[src/hdl/sbd_pkg.sv]
// Shared types and constants for the signature base64 decoder.
// No dependencies; imported by every module of the block.
package sbd_pkg;

    // Frame layout: 86 data characters, then two pad characters
    localparam int unsigned FRAME_CHARS   = 88;
    localparam int unsigned DATA_CHARS    = 86;
    localparam int unsigned LAST_DATA_POS = 85;

    localparam int unsigned POS_W  = 7;
    localparam int unsigned BUF_W  = 12;
    localparam int unsigned PEND_W = 4;

    localparam logic [POS_W-1:0] POS_FRAME_END = POS_W'(FRAME_CHARS);
    localparam logic [POS_W-1:0] POS_DATA_END  = POS_W'(DATA_CHARS);
    localparam logic [POS_W-1:0] POS_LAST_DATA = POS_W'(LAST_DATA_POS);
    localparam logic [POS_W-1:0] POS_LAST_CHAR = POS_W'(FRAME_CHARS - 1);

    localparam logic [PEND_W-1:0] GROUP_BITS = PEND_W'(6);
    localparam logic [PEND_W-1:0] BYTE_BITS  = PEND_W'(8);

    // ASCII codes of the alphabet edges and the pad character
    localparam logic [7:0] CH_UPPER_A = 8'h41;
    localparam logic [7:0] CH_UPPER_Z = 8'h5A;
    localparam logic [7:0] CH_LOWER_A = 8'h61;
    localparam logic [7:0] CH_LOWER_Z = 8'h7A;
    localparam logic [7:0] CH_DIGIT_0 = 8'h30;
    localparam logic [7:0] CH_DIGIT_9 = 8'h39;
    localparam logic [7:0] CH_PLUS    = 8'h2B;
    localparam logic [7:0] CH_SLASH   = 8'h2F;
    localparam logic [7:0] CH_PAD     = 8'h3D;

    // Classification of one character
    typedef struct packed {
        logic [5:0] value;  // 6-bit group, zero when not in the alphabet
        logic       alpha;  // character is in the alphabet
        logic       pad;    // character is '='
    } sextet_t;

    // One registered input beat handed to the unpacker
    typedef struct packed {
        logic       valid;
        logic [7:0] char_code;
        logic       last_char;
    } char_beat_t;

endpackage

[src/hdl/sbd_sextet_map.sv]
// Character classifier: maps an ASCII code to its base64 group value.
// Depends on sbd_pkg.
module sbd_sextet_map
    import sbd_pkg::*;
(
    input  logic [7:0] char_code,
    output sextet_t    sextet
);

    logic [7:0] ofs_upper;
    logic [7:0] ofs_lower;
    logic [7:0] ofs_digit;

    assign ofs_upper = char_code - CH_UPPER_A;
    assign ofs_lower = char_code - CH_LOWER_A + 8'd26;
    assign ofs_digit = char_code - CH_DIGIT_0 + 8'd52;

    // Decode the range the character falls in
    always_comb begin
        sextet.value = 6'd0;
        sextet.alpha = 1'b1;
        sextet.pad   = (char_code == CH_PAD);
        if (char_code >= CH_UPPER_A && char_code <= CH_UPPER_Z) begin
            sextet.value = ofs_upper[5:0];
        end else if (char_code >= CH_LOWER_A && char_code <= CH_LOWER_Z) begin
            sextet.value = ofs_lower[5:0];
        end else if (char_code >= CH_DIGIT_0 && char_code <= CH_DIGIT_9) begin
            sextet.value = ofs_digit[5:0];
        end else if (char_code == CH_PLUS) begin
            sextet.value = 6'd62;
        end else if (char_code == CH_SLASH) begin
            sextet.value = 6'd63;
        end else begin
            sextet.alpha = 1'b0;
        end
    end

endmodule

[src/hdl/sbd_frame_unpacker.sv]
// Frame state, bit packing and the result register of the decoder.
// Depends on sbd_pkg and sbd_sextet_map.
module sbd_frame_unpacker
    import sbd_pkg::*;
(
    input  logic       aclk,
    input  logic       aresetn,
    input  char_beat_t beat,
    input  logic       advance,
    output logic       m_valid,
    output logic [7:0] m_data_byte,
    output logic       m_byte_valid,
    output logic       m_frame_done,
    output logic       m_frame_ok
);

    sextet_t sextet;

    logic [POS_W-1:0]  pos_reg,  pos_next;
    logic [BUF_W-1:0]  buf_reg,  buf_next;
    logic [PEND_W-1:0] pend_reg, pend_next;
    logic              err_reg,  err_next;

    logic              out_valid_reg, out_valid_next;
    logic [7:0]        byte_reg,  byte_next;
    logic              bval_reg,  bval_next;
    logic              done_reg,  done_next;
    logic              ok_reg,    ok_next;

    logic [5:0]        group;
    logic [PEND_W-1:0] pend_add;
    logic [BUF_W-1:0]  buf_shift;

    sbd_sextet_map u_map (
        .char_code (beat.char_code),
        .sextet    (sextet)
    );

    assign group     = sextet.alpha ? sextet.value : 6'd0;
    assign pend_add  = pend_reg + GROUP_BITS;
    assign buf_shift = {buf_reg[BUF_W-7:0], group};

    // Step the frame for one character
    always_comb begin
        pos_next  = pos_reg;
        buf_next  = buf_reg;
        pend_next = pend_reg;
        err_next  = err_reg;
        byte_next = 8'd0;
        bval_next = 1'b0;
        done_next = 1'b0;
        ok_next   = 1'b0;

        if (pos_reg < POS_DATA_END) begin
            if (!sextet.alpha) begin
                err_next = 1'b1;
            end
            // Trailing bits of the last data group must be clear
            if (pos_reg == POS_LAST_DATA && group[3:0] != 4'd0) begin
                err_next = 1'b1;
            end
            buf_next = buf_shift;
            if (pend_add >= BYTE_BITS) begin
                pend_next = pend_add - BYTE_BITS;
                bval_next = 1'b1;
                case (pend_next)
                    4'd0:    byte_next = buf_shift[7:0];
                    4'd2:    byte_next = buf_shift[9:2];
                    4'd4:    byte_next = buf_shift[11:4];
                    default: byte_next = buf_shift[7:0];
                endcase
            end else begin
                pend_next = pend_add;
            end
        end else if (pos_reg < POS_FRAME_END) begin
            if (!sextet.pad) begin
                err_next = 1'b1;
            end
        end else begin
            err_next = 1'b1;
        end

        // Saturate the position at the frame length
        if (pos_reg < POS_FRAME_END) begin
            pos_next = pos_reg + POS_W'(1);
        end

        // Close the frame and return to the start
        if (beat.last_char) begin
            done_next = 1'b1;
            ok_next   = !err_next && (pos_reg == POS_LAST_CHAR);
            pos_next  = '0;
            buf_next  = '0;
            pend_next = '0;
            err_next  = 1'b0;
        end
    end

    // Result register fills whenever the sink side moves
    always_comb begin
        out_valid_next = out_valid_reg;
        if (advance) begin
            out_valid_next = beat.valid;
        end
    end

    // Control state
    always_ff @(posedge aclk) begin
        if (!aresetn) begin
            pos_reg       <= '0;
            buf_reg       <= '0;
            pend_reg      <= '0;
            err_reg       <= 1'b0;
            out_valid_reg <= 1'b0;
        end else begin
            out_valid_reg <= out_valid_next;
            if (advance && beat.valid) begin
                pos_reg  <= pos_next;
                buf_reg  <= buf_next;
                pend_reg <= pend_next;
                err_reg  <= err_next;
            end
        end
    end

    // Result payload
    always_ff @(posedge aclk) begin
        if (advance && beat.valid) begin
            byte_reg <= byte_next;
            bval_reg <= bval_next;
            done_reg <= done_next;
            ok_reg   <= ok_next;
        end
    end

    assign m_valid      = out_valid_reg;
    assign m_data_byte  = byte_reg;
    assign m_byte_valid = bval_reg;
    assign m_frame_done = done_reg;
    assign m_frame_ok   = ok_reg;

endmodule

[src/hdl/signature_base64_decoder.sv]
// Top level of the signature base64 decoder: input register and handshake.
// Depends on sbd_pkg and sbd_frame_unpacker.
//
// Decodes one padded base64 frame of 88 characters into 64 bytes.
// Input channel (s_): one character per beat in s_char_code, with
// s_last_char high on the final character of the frame.
// Result channel (m_): one result per input beat. m_byte_valid marks a beat
// that completed a byte in m_data_byte (zero otherwise). m_frame_done is high
// on the result of the last character, and m_frame_ok then gives the verdict;
// bytes of a frame with a false verdict are to be discarded.
// A character passes the input register, then the result register, before its
// result appears. Throughput: one character per cycle unless the receiver
// stalls; the classify-and-pack step between the two is combinational.
// Reset clears the frame state and empties both registers.
// When the receiver stalls, the result register holds, the input register
// fills, and s_ready drops only when both are full.
module signature_base64_decoder
    import sbd_pkg::*;
(
    input  logic       aclk,
    input  logic       aresetn,
    input  logic       s_valid,
    output logic       s_ready,
    input  logic [7:0] s_char_code,
    input  logic       s_last_char,
    output logic       m_valid,
    input  logic       m_ready,
    output logic [7:0] m_data_byte,
    output logic       m_byte_valid,
    output logic       m_frame_done,
    output logic       m_frame_ok
);

    logic       in_valid_reg;
    logic [7:0] in_char_reg;
    logic       in_last_reg;
    logic       advance;
    char_beat_t beat;

    // Move the pipeline when the result register is free or being taken
    assign advance = !m_valid || m_ready;
    assign s_ready = !in_valid_reg || advance;

    assign beat.valid     = in_valid_reg;
    assign beat.char_code = in_char_reg;
    assign beat.last_char = in_last_reg;

    // Input register valid
    always_ff @(posedge aclk) begin
        if (!aresetn) begin
            in_valid_reg <= 1'b0;
        end else if (s_ready) begin
            in_valid_reg <= s_valid;
        end
    end

    // Capture the character on each accepted beat
    always_ff @(posedge aclk) begin
        if (s_ready && s_valid) begin
            in_char_reg <= s_char_code;
            in_last_reg <= s_last_char;
        end
    end

    sbd_frame_unpacker u_unpacker (
        .aclk         (aclk),
        .aresetn      (aresetn),
        .beat         (beat),
        .advance      (advance),
        .m_valid      (m_valid),
        .m_data_byte  (m_data_byte),
        .m_byte_valid (m_byte_valid),
        .m_frame_done (m_frame_done),
        .m_frame_ok   (m_frame_ok)
    );

endmodule
[config.mk]
export PLATFORM = sky130hd
export DESIGN_NAME = signature_base64_decoder
export DESIGN_NICKNAME = d
export VERILOG_FILES = /design/src/hdl/sbd_pkg.sv /design/src/hdl/sbd_sextet_map.sv /design/src/hdl/sbd_frame_unpacker.sv /design/src/hdl/signature_base64_decoder.sv
export SDC_FILE = /design/constraint.sdc
export NUM_CORES = 1
export LEC_CHECK = 0
export BUFFER_PORTS_ARGS = -buffer_cell sky130_fd_sc_hd__buf_2
export CAP_MARGIN = 25
export CELL_PAD_IN_SITES_DETAIL_PLACEMENT = 0
export CELL_PAD_IN_SITES_GLOBAL_PLACEMENT = 2
export CORE_ASPECT_RATIO = 0.9
export CORE_MARGIN = 5
export CORE_UTILIZATION = 35
export DETAILED_ROUTE_END_ITERATION = 10
export PLACE_DENSITY = 0.84
export RECOVER_POWER = 50
export SETUP_SLACK_MARGIN = 0.4
export SLEW_MARGIN = 20
export SYNTH_ARGS = -nofsm -noshare
export SYNTH_HDL_FRONTEND = slang
export SYNTH_SLANG_ARGS = --single-unit
[constraint.sdc]
create_clock -name aclk -period 3 [get_ports aclk]
set_input_delay 0.6 -clock aclk [delete_from_list [all_inputs] [get_ports aclk]]
set_output_delay 0.6 -clock aclk [all_outputs]
set_load 0.01 [all_outputs]
==> results of run 1 <==
power by group:
group	switching [mW]	total, mW	internal, mW
combinational	0.104	0.172	0.0675
clock	0.200	0.448	0.248
sequential	0.0149	0.595	0.580
total	0.320	1.21	0.895
layout by cell type, fill, tap and decap left out, drive strengths merged, types with 2 or more instances in the layout:
cell,count
a21oi,21
o21a,2
nor3,2
dfxtp,19
and2,6
clkbuf,18
a211oi,3
inv,15
a211o,2
clkinv,3
a21o,3
a31oi,2
o211ai,2
buf,23
o21ai,11
nor3b,2
a32oi,2
a22oi,10
nor2,27
nand2,20
nor2b,6
nand3,6
nand4,4
and3,4
ha,13
edfxtp,20
o31ai,3
nand2b,4
xor2,5
metrics by stage:
| stage | hold slack, ns | setup slack (ns) | instances | cell area [sq um] |
|---|---|---|---|---|
| 6_report | 0.477 | 0.416 | 373 | 2760 |
| 5_1_grt | 0.456 | 0.298 | 373 | 2760 |
| 4_1_cts | 0.464 | 0.404 | 368 | 2690 |
| 3_5_place_dp | 0.472 | 0.322 | 356 | 2540 |
| 3_3_place_gp | 0.469 | 0.358 | 356 | 2540 |
| 2_1_floorplan | 0.449 | 0.410 | 244 | 2310 |
what timing repair did:
| action | 4_1_cts | 5_1_grt |
|---|---|---|
| setup endpoints to repair | 3 | 5 |
| setup buffers | 4 | 3 |
| pin swaps | 0 | 5 |
| resized for setup | 3 | 11 |
| gates cloned | 0 | 1 |
worst min path at each step:
| stage | from | end | slack (ns) | depth (start not counted) |
|---|---|---|---|---|
| after CTS | s_char_code[2] | in_char_reg[2] | 0.46 | 1 |
| after global placement | u_unpacker.pend_reg[3] | u_unpacker.pend_reg[3] | 0.47 | 1 |
| after detailed placement | u_unpacker.pend_reg[3] | u_unpacker.pend_reg[3] | 0.47 | 1 |
| after global routing | s_char_code[3] | in_char_reg[3] | 0.46 | 1 |
| final | s_char_code[5] | in_char_reg[5] | 0.48 | 1 |
| after floorplan | u_unpacker.pend_reg[3] | u_unpacker.pend_reg[3] | 0.45 | 1 |
synthesized netlist by cell type, drive strengths merged (2+ instances only):
| cell type | n | area share (%) |
|---|---|---|
| a32oi | 2 | 0.76 |
| nand2b | 4 | 1.1 |
| clkbuf | 2 | 0.32 |
| dfxtp | 19 | 16 |
| nor3 | 2 | 0.43 |
| a211oi | 3 | 1.2 |
| o21a | 2 | 0.65 |
| nand2 | 20 | 3.2 |
| o211ai | 2 | 0.87 |
| o31ai | 3 | 1.8 |
| nand3 | 6 | 1.3 |
| a22oi | 10 | 3.2 |
| inv | 15 | 2.4 |
| ha | 13 | 7.0 |
| nand4 | 4 | 1.1 |
| o21ai | 11 | 2.4 |
| a21oi | 21 | 4.5 |
| buf | 4 | 1.2 |
| edfxtp | 20 | 26 |
| nor2 | 27 | 4.4 |
| nor2b | 6 | 1.6 |
| a211o | 2 | 0.76 |
| xor2 | 5 | 1.9 |
| and3 | 3 | 1.0 |
| a31oi | 2 | 1.2 |
| a21o | 3 | 1.3 |
| and2 | 6 | 1.6 |
| nor3b | 2 | 0.65 |
logic make-up after synthesis:
group / after synthesis
flip-flops: 39
AO/OA/AOI/OAI: 76
XOR/XNOR: 6
AND/OR/NAND/NOR: 87
buffers and inverters: 22
adder cells (fa/ha/maj): 13
multiplexers: 1
area by class of cell:
type / instances / area [sq um]
clock buffer: 5 / 68.8
sequential: 39 / 981
timing repair buffer: 36 / 189
clock inverter: 3 / 43.8
inverter: 16 / 60.1
fill: 668 / 3760
tap: 90 / 113
multi-input combinational: 184 / 1300
layer usage:
metal | part of all wire (%) | wire length (um)
met1 | 49 | 2720
met2 | 45 | 2500
met3 | 5.2 | 289
met4 | 1.4 | 77
met5 | 0 | 0
==> flow_summary_export.csv, run 1 <==
group,metric,value,unit
sta,fin_crit,2.58,ns
floorplan,die_area,0.00834,sq mm
placed_design,io_buffers,25,
sta,finalSetupTns,0,ns
layout,nNetsFinal,308,
logic_synthesis,synthFlopType,"edfxtp_1",
route,drt_pass1_iterations,4,
logic_synthesis,postSynth.asyncResetShare,0,%
global_route,grt_busiest_layer,"met2",
cts,cts-hold-fix-buffers,0,
logic_synthesis,synth_mux_area_share,0.487,%
global_route,grt-ovfl-total,0,
sta,final.period_utilization,86.1,%
critical_path,ff2ff_setup_slack,0.42,ns
critical_path,path_delay_family,"compound AO/OA/AOI/OAI gates",
route,vias,1957,
route,drtAntennaViolNets,0,
cts,clk_pin_slew,0.08,ns
logic_synthesis,syn_avg_cell_area,9.48,sq um
critical_path,endpoint,"u_unpacker.m_frame_ok",
critical_path,crit_path_max_incr_delay,0.39,ns
logic_synthesis,syn_area,0.00231,sq mm
sta,slew_headroom,32.1,%
global_route,use_met2,21.5,%
route,drc,0,
logic_synthesis,syn_nets,270,
floorplan,ioPinCount,26,
power,p_leak,1.00,nW
logic_synthesis,synthAdderAreaFrac,7.03,%
route,viasPerCell,5.25,
logic_synthesis,ys_warn_count,0,
route,drtIter0Drc,131,
sta,setup_viol,0,
placed_design,hpwl,4.03,mm
floorplan,die_x,95.7,um
critical_path,required,3.11,ns
job,maxCapViolations,0,
floorplan,start_util,35.5,%
logic_synthesis,yosys.area_share.xor_xnor,2.27,%
sta,fmax,387,MHz
logic_synthesis,synth_edf_count,20,
logic_synthesis,synth-simple-area-share,18.8,%
logic_synthesis,synth.distinct_cells,64,
layout,layout-drive-gt1-share,18.7,%
critical_path,slowest_stage,"edfxtp_1",
critical_path,cp.buffers_inverters,1,
sta,fin_worst_skew,0.00479,ns
power,fin_total_pwr,1.21,mW
critical_path,worstPathArrival,2.70,ns
cts,clock_latency,0.29,ns
global_route,first_global_vias,1822,
logic_synthesis,synth_compound_area_share,24.9,%
cts,cts_tree,"yes",
logic_synthesis,synth_top_family_by_area,"compound AO/OA/AOI/OAI gates",
power,power_density,441,mW/mm^2
run_status,status,"finished, final reports clean",
critical_path,cp_cell_sequence,"buf_4, ha_4, a21o_4, a31oi_4, and3_4, a22o_1, a211oi_4, o31a_1, o41ai_2",
global_route,use_met3,3.11,%
critical_path,critPathLaunch,"in_char_reg[2]",
layout,final_util,42.3,%
cts,htreeDepth,2,
sta,finalHoldViolations,0,
sta,rsz0062_at_grt,"yes",
placed_design,gp_congestion,0.892,
floorplan,fp.dieH,87.1,um
critical_path,crit_cells,9,
cts,cts_buffers,5,
global_route,grt_max_degree,15,
sta,finalMaxSlewViolations,0,
floorplan,core_region_area,0.00652,sq mm
route,wire_per_inst,15.0,um
global_route,antenna_found_initial,0,
power,ir_worst_vdd,0.187,mV
critical_path,start_kind,"flop",
sta,tightest_slew,1.01,ns
critical_path,critical_path_class,"flop to flop",
global_route,gr-usage-all-layers,14.1,%
critical_path,crit_path_end_kind,"flop",
logic_synthesis,yosys_register_bits,39,
route,routed_wl,5.59,mm
logic_synthesis,ys_seq_area_share,42.4,%
layout,diodes,0,
layout,syn_to_final_growth,19.1,%
cts,cts.sinks,39,
cts,root_buffer,"clkbuf_8",
logic_synthesis,syn_inst,244,
global_route,grt_pass1_wl,9.14,mm
critical_path,r2r_start,"in_char_reg[2]",
floorplan,core.rowCount,28,
critical_path,reg2regPathDepth,9,
critical_path,timing.rr.end,"u_unpacker.m_frame_ok",
critical_path,worstPathMaxFanout,10,
global_route,gr-usage-met1,20.4,%
cts,clock_path_buffers,2,
worst_hold_path,hp-class,"input port to flop",
Power figures use the tool's default switching activity.
==> run 2, diff against run 1 <==
- GPL_ROUTABILITY_DRIVEN: default -> 0
- REMOVE_ABC_BUFFERS: default -> 1
==> flow_summary_export.csv, run 2 (same netlist as run 1, synthesis figures left out) <==
group,metric,value,unit
run_status,status,"finished, final reports clean",
cts,clk_pin_slew,0.08,ns
global_route,first_global_vias,1887,
global_route,grt-ovfl-total,0,
power,p_leak,1.01,nW
job,maxCapViolations,0,
layout,diodes,0,
global_route,gr-usage-all-layers,14.1,%
cts,cts_tree,"yes",
critical_path,critical_path_class,"flop to flop",
global_route,grt_pass1_wl,9.18,mm
placed_design,io_buffers,25,
sta,finalHoldViolations,0,
critical_path,path_common_cell,"buf_4",
sta,fin_worst_skew,0.00699,ns
route,vias,1995,
cts,root_buffer,"clkbuf_8",
route,drt_pass1_iterations,4,
global_route,grt_max_degree,14,
cts,clock_path_buffers,2,
route,drtAntennaViolNets,0,
critical_path,cp.buffers_inverters,2,
floorplan,start_util,35.5,%
cts,cts_buffers,5,
power,power_density,415,mW/mm^2
cts,cts.sinks,39,
critical_path,worstPathMaxFanout,5,
layout,fin_area,0.00274,sq mm
floorplan,die_x,95.7,um
layout,layout_commonest_cell,"nor2_1",
layout,layout-drive-gt1-share,20.0,%
floorplan,core.rowCount,28,
placed_design,hpwl,4.02,mm
global_route,antenna_found_initial,0,
sta,finalMaxSlewViolations,0,
critical_path,cp_cell_sequence,"buf_4, ha_2, nor2b_1, a21boi_2, o21a_1, o31ai_4, a211oi_2, buf_4, a222oi_1, nor2_1",
route,viasPerCell,5.32,
sta,rsz0062_at_grt,"no",
route,drtIter0Drc,110,
cts,cts-hold-fix-buffers,0,
critical_path,worstPathArrival,2.52,ns
layout,final_cell_mix,"nor2_1 (27), a21oi_1 (21), nand2_1 (20), edfxtp_1 (20), dfxtp_1 (19)",
sta,slew_headroom,34.9,%
worst_hold_path,hp-class,"input port to flop",
layout,syn_to_final_growth,18.4,%
critical_path,crit_path_end_kind,"flop",
floorplan,die_area,0.00834,sq mm
route,drc,0,
route,wire_per_inst,14.6,um
critical_path,required,3.05,ns
floorplan,fp.dieH,87.1,um
cts,htreeDepth,2,
layout,num-fill-cells,668,
sta,fmax,404,MHz
power,ir_worst_vdd,0.225,mV
critical_path,start_kind,"flop",
critical_path,path_delay_family,"compound AO/OA/AOI/OAI gates",
critical_path,slowest_stage,"edfxtp_1",
cts,clock_latency,0.29,ns
route,routed_wl,5.48,mm
sta,tightest_slew,0.969,ns
sta,final.period_utilization,82.5,%
floorplan,ioPinCount,26,
placed_design,dpl_cell_area,0.00255,sq mm
critical_path,crit_path_max_incr_delay,0.44,ns
sta,setup_viol,0,
layout,nNetsFinal,310,
sta,finalSetupTns,0,ns
sta,fin_crit,2.47,ns
floorplan,core_region_area,0.00652,sq mm
run 2: layout make-up:
type / instances / area (sq um) / area share, %
clock inverters: 1 / 5.00 / 0.183
multi-input cells: 183 / 1280 / 46.7
well taps: 90 / 113 / 4.11
inverters: 16 / 60.1 / 2.19
flip-flops and latches: 39 / 981 / 35.8
clock buffers: 7 / 86.3 / 3.15
repair buffers: 39 / 215 / 7.85
run 2: final timing paths:
kind / start / to / slack [ns] / cells past startpoint
worst min register to register: u_unpacker.pend_reg[3] / u_unpacker.pend_reg[3] / 0.50 / 1
worst min-delay path: s_char_code[4] / in_char_reg[4] / 0.48 / 1
worst max-delay path: in_char_reg[0] / u_unpacker.m_data_byte[0] / 0.53 / 10
worst max register to register: in_char_reg[0] / u_unpacker.m_data_byte[0] / 0.53 / 10
run 2: through the flow:
stage                     cells  setup WS [ns]  utilization [%]  power, mW  hold slack (ns)
final                       375          0.525             42.1       1.14            0.480
after CTS                   371          0.412             41.1       1.14            0.471
after global routing        375          0.395             42.1       1.19            0.460
after detailed placement    358          0.312             39.2      0.765            0.483
after global placement      358          0.347             39.2      0.766            0.472
after floorplan             238          0.429                -      0.711            0.449
run 2: power by group:
part,leakage (nW),internal [mW],switching (mW)
logic,0.607,0.0707,0.102
registers,0.352,0.580,0.0159
clock network,0.0482,0.186,0.182
run 2: worst register-to-register path, stage by stage (launching register included):
cell,delay (ns)
edfxtp_1,0.44
buf_4,0.16
ha_2,0.21
nor2b_1,0.15
a21boi_2,0.20
o21a_1,0.22
o31ai_4,0.24
a211oi_2,0.08
buf_4,0.15
a222oi_1,0.32
nor2_1,0.06
run 2: metal layers:
| layer | share of wire [%] | vias up | GRT usage (%) | routed length, um |
|---|---|---|---|---|
| met4 | 2.1 | 0 | 5.17 | 115 |
| met5 | 0 | - | 0 | 0 |
| met3 | 6.3 | 13 | 3.37 | 343 |
| li1 | - | 980 | - | - |
| met2 | 45 | 84 | 21.4 | 2480 |
| met1 | 46 | 918 | 19.4 | 2550 |
run 2: what timing repair did:
item,4_1_cts,5_1_grt
resized for setup,0,13
setup buffers,5,4
pin swaps,0,5
setup endpoints to repair,6,11
